## config.mk

```make
export PLATFORM = sky130hd
export DESIGN_NAME = keyed_device_table
export DESIGN_NICKNAME = d
export VERILOG_FILES = /design/src/rtl/kdt_pkg.sv /design/src/rtl/kdt_store.sv /design/src/rtl/kdt_ctrl.sv /design/src/rtl/keyed_device_table.sv
export SDC_FILE = /design/constraint.sdc
export NUM_CORES = 2
export LEC_CHECK = 0
export BUFFER_PORTS_ARGS = -buffer_cell sky130_fd_sc_hd__buf_2
export CAP_MARGIN = 20
export CORE_MARGIN = 5
export CORE_UTILIZATION = 50
export CTS_CLUSTER_DIAMETER = 30
export DETAILED_ROUTE_END_ITERATION = 7
export GPL_ROUTABILITY_DRIVEN = 1
export PLACE_DENSITY = 0.77
export SKIP_LAST_GASP = 1
export SYNTH_ARGS = -nofsm -noshare
export SYNTH_HDL_FRONTEND = slang
export SYNTH_SLANG_ARGS = --single-unit
```

## constraint.sdc

```tcl
create_clock -name clk -period 30.2 [get_ports clk]
set_clock_uncertainty 0.05 [all_clocks]
set_input_delay 4.53 -clock clk [delete_from_list [all_inputs] [get_ports clk]]
set_output_delay 4.53 -clock clk [all_outputs]
set_load 0.01 [all_outputs]
```

## src/rtl/kdt_pkg.sv

```systemverilog
// Shared types, widths and codes for the keyed device table.
// No dependencies; imported by every module of the block.
package kdt_pkg;

  localparam int MAX_ENTRIES  = 16;
  localparam int PAYLOAD_BITS = 64;

  localparam int KEY_W     = 48;
  localparam int OP_W      = 2;
  localparam int DATA_IN_W = 64;
  localparam int FIDX_W    = 4;
  localparam int ST_W      = 2;
  localparam int CNT_OUT_W = 5;

  localparam int IDX_W   = (MAX_ENTRIES > 1) ? $clog2(MAX_ENTRIES) : 1;
  localparam int CNT_W   = $clog2(MAX_ENTRIES + 1);
  localparam int ENTRY_W = KEY_W + PAYLOAD_BITS;

  localparam int IN_FIELDS_W  = OP_W + KEY_W + DATA_IN_W + FIDX_W;
  localparam int IN_TDATA_W   = ((IN_FIELDS_W + 7) / 8) * 8;
  localparam int OUT_FIELDS_W = ST_W + FIDX_W + KEY_W + DATA_IN_W + CNT_OUT_W;
  localparam int OUT_TDATA_W  = ((OUT_FIELDS_W + 7) / 8) * 8;
  localparam int OUT_PAD_W    = OUT_TDATA_W - OUT_FIELDS_W;

  localparam int IN_OP_LSB   = 0;
  localparam int IN_KEY_LSB  = IN_OP_LSB + OP_W;
  localparam int IN_DATA_LSB = IN_KEY_LSB + KEY_W;
  localparam int IN_IDX_LSB  = IN_DATA_LSB + DATA_IN_W;

  typedef enum logic [OP_W-1:0] {
    OP_ADD    = 2'd0,
    OP_REMOVE = 2'd1,
    OP_SEARCH = 2'd2,
    OP_READ   = 2'd3
  } op_t;

  typedef enum logic [ST_W-1:0] {
    ST_DONE      = 2'd0,
    ST_FULL      = 2'd1,
    ST_NOT_FOUND = 2'd2
  } status_t;

  typedef struct packed {
    op_t                     op;
    logic [KEY_W-1:0]        key;
    logic [PAYLOAD_BITS-1:0] payload;
    logic [FIDX_W-1:0]       idx;
  } req_t;

  typedef struct packed {
    status_t                 status;
    logic [IDX_W-1:0]        pos;
    logic [KEY_W-1:0]        key;
    logic [PAYLOAD_BITS-1:0] payload;
    logic [CNT_W-1:0]        count;
  } res_t;

  typedef struct packed {
    logic [KEY_W-1:0]        key;
    logic [PAYLOAD_BITS-1:0] payload;
  } entry_t;

  typedef struct packed {
    logic             en;
    logic [IDX_W-1:0] addr;
    entry_t           entry;
  } mem_wr_t;

endpackage

```

## src/rtl/kdt_store.sv

```systemverilog
// Entry storage: one write port, one read port with registered read data.
// Depends on kdt_pkg.
module kdt_store (
  input  logic                      clk,
  input  kdt_pkg::mem_wr_t          wr,
  input  logic [kdt_pkg::IDX_W-1:0] rd_addr,
  output kdt_pkg::entry_t           rd_entry
);
  import kdt_pkg::*;

  entry_t mem_r [MAX_ENTRIES];
  entry_t rd_entry_r;

  always_ff @(posedge clk) begin
    if (wr.en) begin
      mem_r[wr.addr] <= wr.entry;
    end
    rd_entry_r <= mem_r[rd_addr];
  end

  assign rd_entry = rd_entry_r;

endmodule

```

## src/rtl/kdt_ctrl.sv

```systemverilog
// Sequencer: scans the table one entry a cycle through a single key
// comparator, then updates, appends or compacts. Depends on kdt_pkg.
module kdt_ctrl (
  input  logic                      clk,
  input  logic                      rst_n,
  input  logic                      req_valid,
  input  kdt_pkg::req_t             req,
  output logic                      req_ready,
  output logic [kdt_pkg::IDX_W-1:0] rd_addr,
  input  kdt_pkg::entry_t           rd_entry,
  output kdt_pkg::mem_wr_t          wr,
  output logic                      res_valid,
  output kdt_pkg::res_t             res,
  input  logic                      res_ready
);
  import kdt_pkg::*;

  typedef enum logic [4:0] {
    S_IDLE  = 5'b00001,
    S_SCAN  = 5'b00010,
    S_FETCH = 5'b00100,
    S_SHIFT = 5'b01000,
    S_DONE  = 5'b10000
  } state_t;

  localparam logic [CNT_W-1:0] MAX_CNT = CNT_W'(MAX_ENTRIES);

  state_t           state_r, state_nxt;
  req_t             req_r, req_nxt;
  res_t             res_r, res_nxt;
  logic [CNT_W-1:0] count_r, count_nxt;
  logic [CNT_W-1:0] scan_r, scan_nxt;
  logic             pend_r, pend_nxt;
  logic [IDX_W-1:0] pidx_r, pidx_nxt;
  logic             match_w;
  logic             idx_ok_w;

  assign match_w  = pend_r && (req_r.op == OP_READ || rd_entry.key == req_r.key);
  assign idx_ok_w = int'(req_r.idx) < int'(count_r);

  always_comb begin
    state_nxt = state_r;
    req_nxt   = req_r;
    res_nxt   = res_r;
    count_nxt = count_r;
    scan_nxt  = scan_r;
    pend_nxt  = 1'b0;
    pidx_nxt  = pidx_r;
    rd_addr   = scan_r[IDX_W-1:0];
    wr        = '0;
    req_ready = 1'b0;
    res_valid = 1'b0;

    unique case (state_r)
      S_IDLE: begin
        req_ready = 1'b1;
        if (req_valid) begin
          req_nxt   = req;
          scan_nxt  = '0;
          state_nxt = (req.op == OP_READ) ? S_FETCH : S_SCAN;
        end
      end

      S_FETCH: begin
        rd_addr = IDX_W'(req_r.idx);
        if (idx_ok_w) begin
          pend_nxt  = 1'b1;
          pidx_nxt  = IDX_W'(req_r.idx);
          scan_nxt  = count_r;
          state_nxt = S_SCAN;
        end else begin
          res_nxt        = '0;
          res_nxt.status = ST_NOT_FOUND;
          state_nxt      = S_DONE;
        end
      end

      S_SCAN: begin
        if (match_w) begin
          res_nxt.status  = ST_DONE;
          res_nxt.pos     = pidx_r;
          res_nxt.key     = rd_entry.key;
          res_nxt.payload = rd_entry.payload;
          state_nxt       = S_DONE;
          case (req_r.op)
            OP_ADD: begin
              wr.en            = 1'b1;
              wr.addr          = pidx_r;
              wr.entry.key     = req_r.key;
              wr.entry.payload = req_r.payload;
              res_nxt.payload  = req_r.payload;
            end
            OP_REMOVE: begin
              scan_nxt  = CNT_W'(pidx_r) + CNT_W'(1);
              state_nxt = S_SHIFT;
            end
            default: ;
          endcase
        end else if (!pend_r && scan_r >= count_r) begin
          res_nxt        = '0;
          res_nxt.status = ST_NOT_FOUND;
          state_nxt      = S_DONE;
          if (req_r.op == OP_ADD) begin
            if (count_r < MAX_CNT) begin
              wr.en            = 1'b1;
              wr.addr          = count_r[IDX_W-1:0];
              wr.entry.key     = req_r.key;
              wr.entry.payload = req_r.payload;
              count_nxt        = count_r + CNT_W'(1);
              res_nxt.status   = ST_DONE;
              res_nxt.pos      = count_r[IDX_W-1:0];
              res_nxt.key      = req_r.key;
              res_nxt.payload  = req_r.payload;
            end else begin
              res_nxt.status = ST_FULL;
            end
          end
        end else if (scan_r < count_r) begin
          pend_nxt = 1'b1;
          pidx_nxt = scan_r[IDX_W-1:0];
          scan_nxt = scan_r + CNT_W'(1);
        end
      end

      S_SHIFT: begin
        if (pend_r) begin
          wr.en    = 1'b1;
          wr.addr  = pidx_r - IDX_W'(1);
          wr.entry = rd_entry;
        end
        if (scan_r < count_r) begin
          pend_nxt = 1'b1;
          pidx_nxt = scan_r[IDX_W-1:0];
          scan_nxt = scan_r + CNT_W'(1);
        end else if (!pend_r) begin
          count_nxt = count_r - CNT_W'(1);
          state_nxt = S_DONE;
        end
      end

      S_DONE: begin
        res_valid = 1'b1;
        if (res_ready) begin
          state_nxt = S_IDLE;
        end
      end

      default: state_nxt = S_IDLE;
    endcase

    res_nxt.count = count_nxt;
  end

  always_ff @(posedge clk) begin
    if (!rst_n) begin
      state_r <= S_IDLE;
      count_r <= '0;
      pend_r  <= 1'b0;
    end else begin
      state_r <= state_nxt;
      count_r <= count_nxt;
      pend_r  <= pend_nxt;
    end
    req_r  <= req_nxt;
    res_r  <= res_nxt;
    scan_r <= scan_nxt;
    pidx_r <= pidx_nxt;
  end

  assign res = res_r;

  a_count_max: assert property (@(posedge clk) disable iff (!rst_n)
    count_r <= MAX_CNT)
    else $error("entry count above table size");

  a_count_step: assert property (@(posedge clk) disable iff (!rst_n)
    rst_n |=> (count_r == $past(count_r) || count_r == $past(count_r) + CNT_W'(1) ||
               count_r == $past(count_r) - CNT_W'(1)))
    else $error("entry count moved by more than one");

  a_wr_state: assert property (@(posedge clk) disable iff (!rst_n)
    wr.en |-> (state_r == S_SCAN || state_r == S_SHIFT))
    else $error("table write outside scan or shift");

  a_pend_range: assert property (@(posedge clk) disable iff (!rst_n)
    pend_r |-> (int'(pidx_r) < int'(count_r)))
    else $error("read issued at or above the entry count");

  a_done_ret: assert property (@(posedge clk) disable iff (!rst_n)
    (state_r == S_DONE && res_ready) |=> state_r == S_IDLE)
    else $error("sequencer did not return to idle after handoff");

endmodule

```

## src/rtl/keyed_device_table.sv

```systemverilog
// Keyed device table top level: stream ports, output register, sequencer
// and entry store. Depends on kdt_pkg, kdt_store and kdt_ctrl.
//
//   channel | dir | tdata bits | handshake
//   in_     | in  | 120        | in_tvalid / in_tready
//   out_    | out | 128        | out_tvalid / out_tready
//
// Add, search and remove scan the stored entries in order through the one read port of the
// entry store and a single key comparator, stopping at a hit; a remove that hits then shifts
// the later entries down one place. Read fetches the entry at entry_index, or not found past the count.
// rst_n clears the count; stored entries keep old contents. A new item is taken while a
// result waits in the output register; a second result holds the sequencer until drained.
module keyed_device_table (
  input  logic                            clk,
  input  logic                            rst_n,
  input  logic                            in_tvalid,
  output logic                            in_tready,
  // operation, device_address, entry_data, entry_index
  input  logic [kdt_pkg::IN_TDATA_W-1:0]  in_tdata,
  output logic                            out_tvalid,
  input  logic                            out_tready,
  // status, found_index, result_address, result_data, entry_count
  output logic [kdt_pkg::OUT_TDATA_W-1:0] out_tdata
);
  import kdt_pkg::*;

  req_t             req;
  res_t             res;
  res_t             out_r;
  logic             out_valid_r;
  logic             res_valid;
  logic             res_ready;
  logic [IDX_W-1:0] rd_addr;
  entry_t           rd_entry;
  mem_wr_t          wr;

  assign req.op      = op_t'(in_tdata[IN_OP_LSB +: OP_W]);
  assign req.key     = in_tdata[IN_KEY_LSB +: KEY_W];
  assign req.payload = in_tdata[IN_DATA_LSB +: PAYLOAD_BITS];
  assign req.idx     = in_tdata[IN_IDX_LSB +: FIDX_W];

  kdt_ctrl u_ctrl (
    .clk       (clk),
    .rst_n     (rst_n),
    .req_valid (in_tvalid),
    .req       (req),
    .req_ready (in_tready),
    .rd_addr   (rd_addr),
    .rd_entry  (rd_entry),
    .wr        (wr),
    .res_valid (res_valid),
    .res       (res),
    .res_ready (res_ready)
  );

  kdt_store u_store (
    .clk      (clk),
    .wr       (wr),
    .rd_addr  (rd_addr),
    .rd_entry (rd_entry)
  );

  assign res_ready = !out_valid_r || out_tready;

  always_ff @(posedge clk) begin
    if (!rst_n) begin
      out_valid_r <= 1'b0;
    end else if (res_ready) begin
      out_valid_r <= res_valid;
    end
    if (res_ready && res_valid) begin
      out_r <= res;
    end
  end

  assign out_tvalid = out_valid_r;
  assign out_tdata  = {{OUT_PAD_W{1'b0}},
                       CNT_OUT_W'(out_r.count),
                       DATA_IN_W'(out_r.payload),
                       out_r.key,
                       FIDX_W'(out_r.pos),
                       out_r.status};

endmodule
```

==> flow_summary.yaml <==
outcome:
  outcome: "complete, no violations"
floorplan:
  die_h_um: 425
  ios: 254
  start_util: 0.502
  die_area_um2: 181000
  fp.dieW_um: 425
  core_area_um2: 172000
  row_count: 152
timing:
  max_freq_mhz: 145
  timing.final.ws_setup_ps: 23310
  rsz0062_at_grt: "false"
  timing.final.max_slew_violations: 0
  relSlewSlack: 0.233
  finalCriticalPeriod_ps: 6890
  setup_viol: 0
  hold_viol_final: 0
  finalSetupTns_ps: 0
  fin_crit_sh: 0.228
  worstMarginPinSlew_ps: 1150
pwr:
  p_sw_frac: 0.248
  vdd_drop_max_mv: 0.0687
  internal_power_mw: 6.20
  pwr-share-seq: 0.439
  comb_power_share: 0.085
  switchingPower_mw: 2.04
  leakagePower_nw: 38.1
  p_clk_frac: 0.476
  power_density_nw_per_um2: 81.2
clock_network:
  cts_tree: "done"
  clock_latency_ps: 930
  cts_buffer_depth: 4
  post_cts_buffers: 0
  cts_max_level: 5
  cts_resized: 0
  cts_hold_buf: 0
  clkTransAtPathRegs_ps: 60
  ctsRootBufferMaster: "clkbuf_16"
  cts_buffers: 344
  cts_sinks: 2289
logic_synthesis:
  yosys.area.top_type: "edfxtp_1"
  netlist_area_um2: 86100
  syn_inst: 4147
  async_flop_share: 0
  synth-compound-area-share: 0.0453
  syn_avg_cell_area_um2: 20.8
  synth.distinct_cells: 56
  ys_seq_area_frac: 0.783
  synth_edf_count: 2160
  yosys_warnings: 0
  synth_adder_area_share: 0.00203
  synthFlopType: "edfxtp_1"
  synth_top_family_by_area: "multiplexers"
  synth_mux_area_frac: 0.118
  netlist.area_leader.share: 0.753
  yosys.area_share.simple: 0.0305
  synth_area_leaders: "edfxtp_1 (75%), mux4_2 (12%), dfxtp_1 (3.0%), nand2_1 (1.3%), a22o_1 (1.1%)"
  ys_seq_elements: 2289
  synth-xor-area-share: 0.00600
final_layout:
  final_nets: 4715
  fillers: 11400
  drive_gt1_frac: 0.300
  finalNonFillerCells: 7165
  area_growth_pct: 17.8
setup_path:
  crit_chain: "xor2_1 > nor4_1 > nand3_1 > nor4_4 > or2_2 > a32o_1 > and4_4 > buf_4 > buf_4"
  r2r_cells: 9
  cp.required_ps: 30640
  slowest_stage: "buf_4"
  critical_path_class: "register to register"
  timing.rr.start: "u_ctrl.req_r[103]$_DFFE_PP_"
  worstSetupStartpointType: "register"
  regToRegEndpoint: "u_store.mem_r[8][65]$_DFFE_PP_"
  path_common_cell: "buf_4"
  cp.arrival_ps: 7330
  critPathMaxFanout: 48
  max_stage_delay_ps: 940
  reg2reg_slack_ps: 23310
  worstSetupEndpointType: "register"
global_routing:
  grt_pass1_wl_um: 320000
  first_global_vias: 47200
  track_usage: 0.242
  overflow: 0
  antenna_found_initial: 6
  grt_max_degree: 169
route:
  drt_iter0_drc: 6160
  finalWirelength_um: 221000
  ant_nets: 0
  via_count: 45600
  drc: 0
  post_drt_wl_per_cell_um: 30.8
  drt_pass1_iterations: 6
  viasPerCell: 6.36
hold_path:
  worstHoldPathCells: 0
  hp-class: "register to register"
  min_from: "u_ctrl.res[3]$_DFF_P_"
  hold_end: "out_tdata[121]$_DFFE_PP_"
placement:
  hpwl_um: 102000
  dpl.cell_count: 6540
  place_ws_ps: 23040
  port_buffers: 246
  place_congestion: 0.812
flow_run:
  cap_violations: 0
-- placed cells by master (no fill, tap or decap), types with 6 or more instances in the layout --
master / n
ha_1: 14
clkbuf_1: 31
buf_12: 10
nand4_1: 8
inv_6: 50
mux4_2: 448
inv_8: 19
buf_2: 246
buf_4: 72
nor4_2: 6
clkinv_4: 40
a22oi_1: 6
clkinvlp_4: 40
inv_1: 13
nor3_1: 10
a211oi_1: 112
nor4_1: 13
clkinv_1: 17
o221ai_1: 6
and2_1: 119
dfxtp_1: 129
xor2_1: 50
a31oi_1: 116
a22o_1: 113
o221a_2: 65
clkbuf_16: 355
xnor2_1: 9
o21ai_0: 9
a21oi_1: 56
nor2_1: 61
nor3_2: 6
clkinv_2: 32
bufinv_16: 28
edfxtp_1: 2160
nand3_1: 9
nand2_1: 300
-- per-layer routing --
layer | track usage | wire length (um)
met4 | 0.129 | 12500
met5 | 0 | 0
met2 | 0.397 | 109000
met3 | 0.0483 | 21800
met1 | 0.308 | 77100
-- sequential cells by signal, summed over array words and instances, names as in the netlist --
| signal | count |
|---|---|
| out_tdata | 123 |
| out_tvalid | 1 |
| u_ctrl.count_r | 5 |
| u_ctrl.pend_r | 1 |
| u_ctrl.pidx_r | 4 |
| u_ctrl.req_r | 118 |
| u_ctrl.res | 123 |
| u_ctrl.scan_r | 5 |
| u_ctrl.state_r | 5 |
| u_store.mem_r | 1792 |
| u_store.rd_entry | 112 |
-- Yosys cell counts (50+ instances only) --
cell type and instances:
a21oi_1 56, mux4_2 448, clkbuf_1 119, o221a_2 65, xor2_1 50, and2_1 120, a211oi_1 112, a22o_1 113
nor2_1 63, buf_2 77, edfxtp_1 2160, dfxtp_1 129, a31oi_1 116, nand2_1 301
-- kinds of logic after synthesis --
family | count (synthesis)
DFF | 2289
and+or+nand+nor | 563
AOI/OAI and AO/OA | 504
muxes | 456
buffers and inverters | 261
xor gates and xnor gates | 59
adders and majority gates | 14
other | 1
-- area by class of cell --
class,instances,area [um2],share of cell area
tap,2310,2890,0.0285
sequential,2289,67400,0.665
clock buffer,390,9050,0.0892
multi-input combinational,1601,17600,0.174
inverter,13,48.8,0.000481
antenna,3,7.51,0.0000740
timing repair buffer,328,1970,0.0194
clock inverter,231,2450,0.0241
-- per-stage QoR --
stage	hold WS (ps)	utilization	instance area (um2)	power [mW]
2_1_floorplan	336	-	86100	4.14
3_3_place_gp	344	0.524	90000	4.36
3_5_place_dp	341	0.524	90000	4.37
4_1_cts	341	0.592	101000	8.27
5_1_grt	361	0.592	101000	8.48
6_report	351	0.592	101000	8.24
-- critical path: cells and delay by family, from the launching register on --
kind | cells | cell delay, ps
xor gates and xnor gates | 1 | 290
buffers and inverters | 2 | 1730
and+or+nand+nor | 5 | 3230
DFF | 1 | 540
AOI/OAI and AO/OA | 1 | 490
-- worst max path at each step --
stage                                   start                              to  cells after the start  slack (ps)
2_1_floorplan    u_ctrl.count_r[2]$_SDFF_PN0_   u_store.mem_r[2][0]$_DFFE_PP_                      9       15760
3_3_place_gp                        in_tvalid      u_ctrl.req_r[38]$_DFFE_PP_                      4       23130
3_5_place_dp                        in_tvalid      u_ctrl.req_r[38]$_DFFE_PP_                      4       23040
4_1_cts        u_ctrl.state_r[1]$_SDFFE_PN0P_                       in_tready                      4       23400
5_1_grt           u_ctrl.req_r[103]$_DFFE_PP_  u_store.mem_r[8][65]$_DFFE_PP_                      9       23250
6_report          u_ctrl.req_r[103]$_DFFE_PP_  u_store.mem_r[8][65]$_DFFE_PP_                      9       23310
-- power by group through the flow --
stage,Sequential (mW),Clock (mW),Combinational [mW]
after floorplan,3.63,0,0.508
after global placement,3.67,0,0.694
after detailed placement,3.67,0,0.694
after CTS,3.61,3.95,0.702
after global routing,3.62,4.12,0.740
final,3.62,3.92,0.699
No activity file was read; power rests on OpenSTA's default activity.
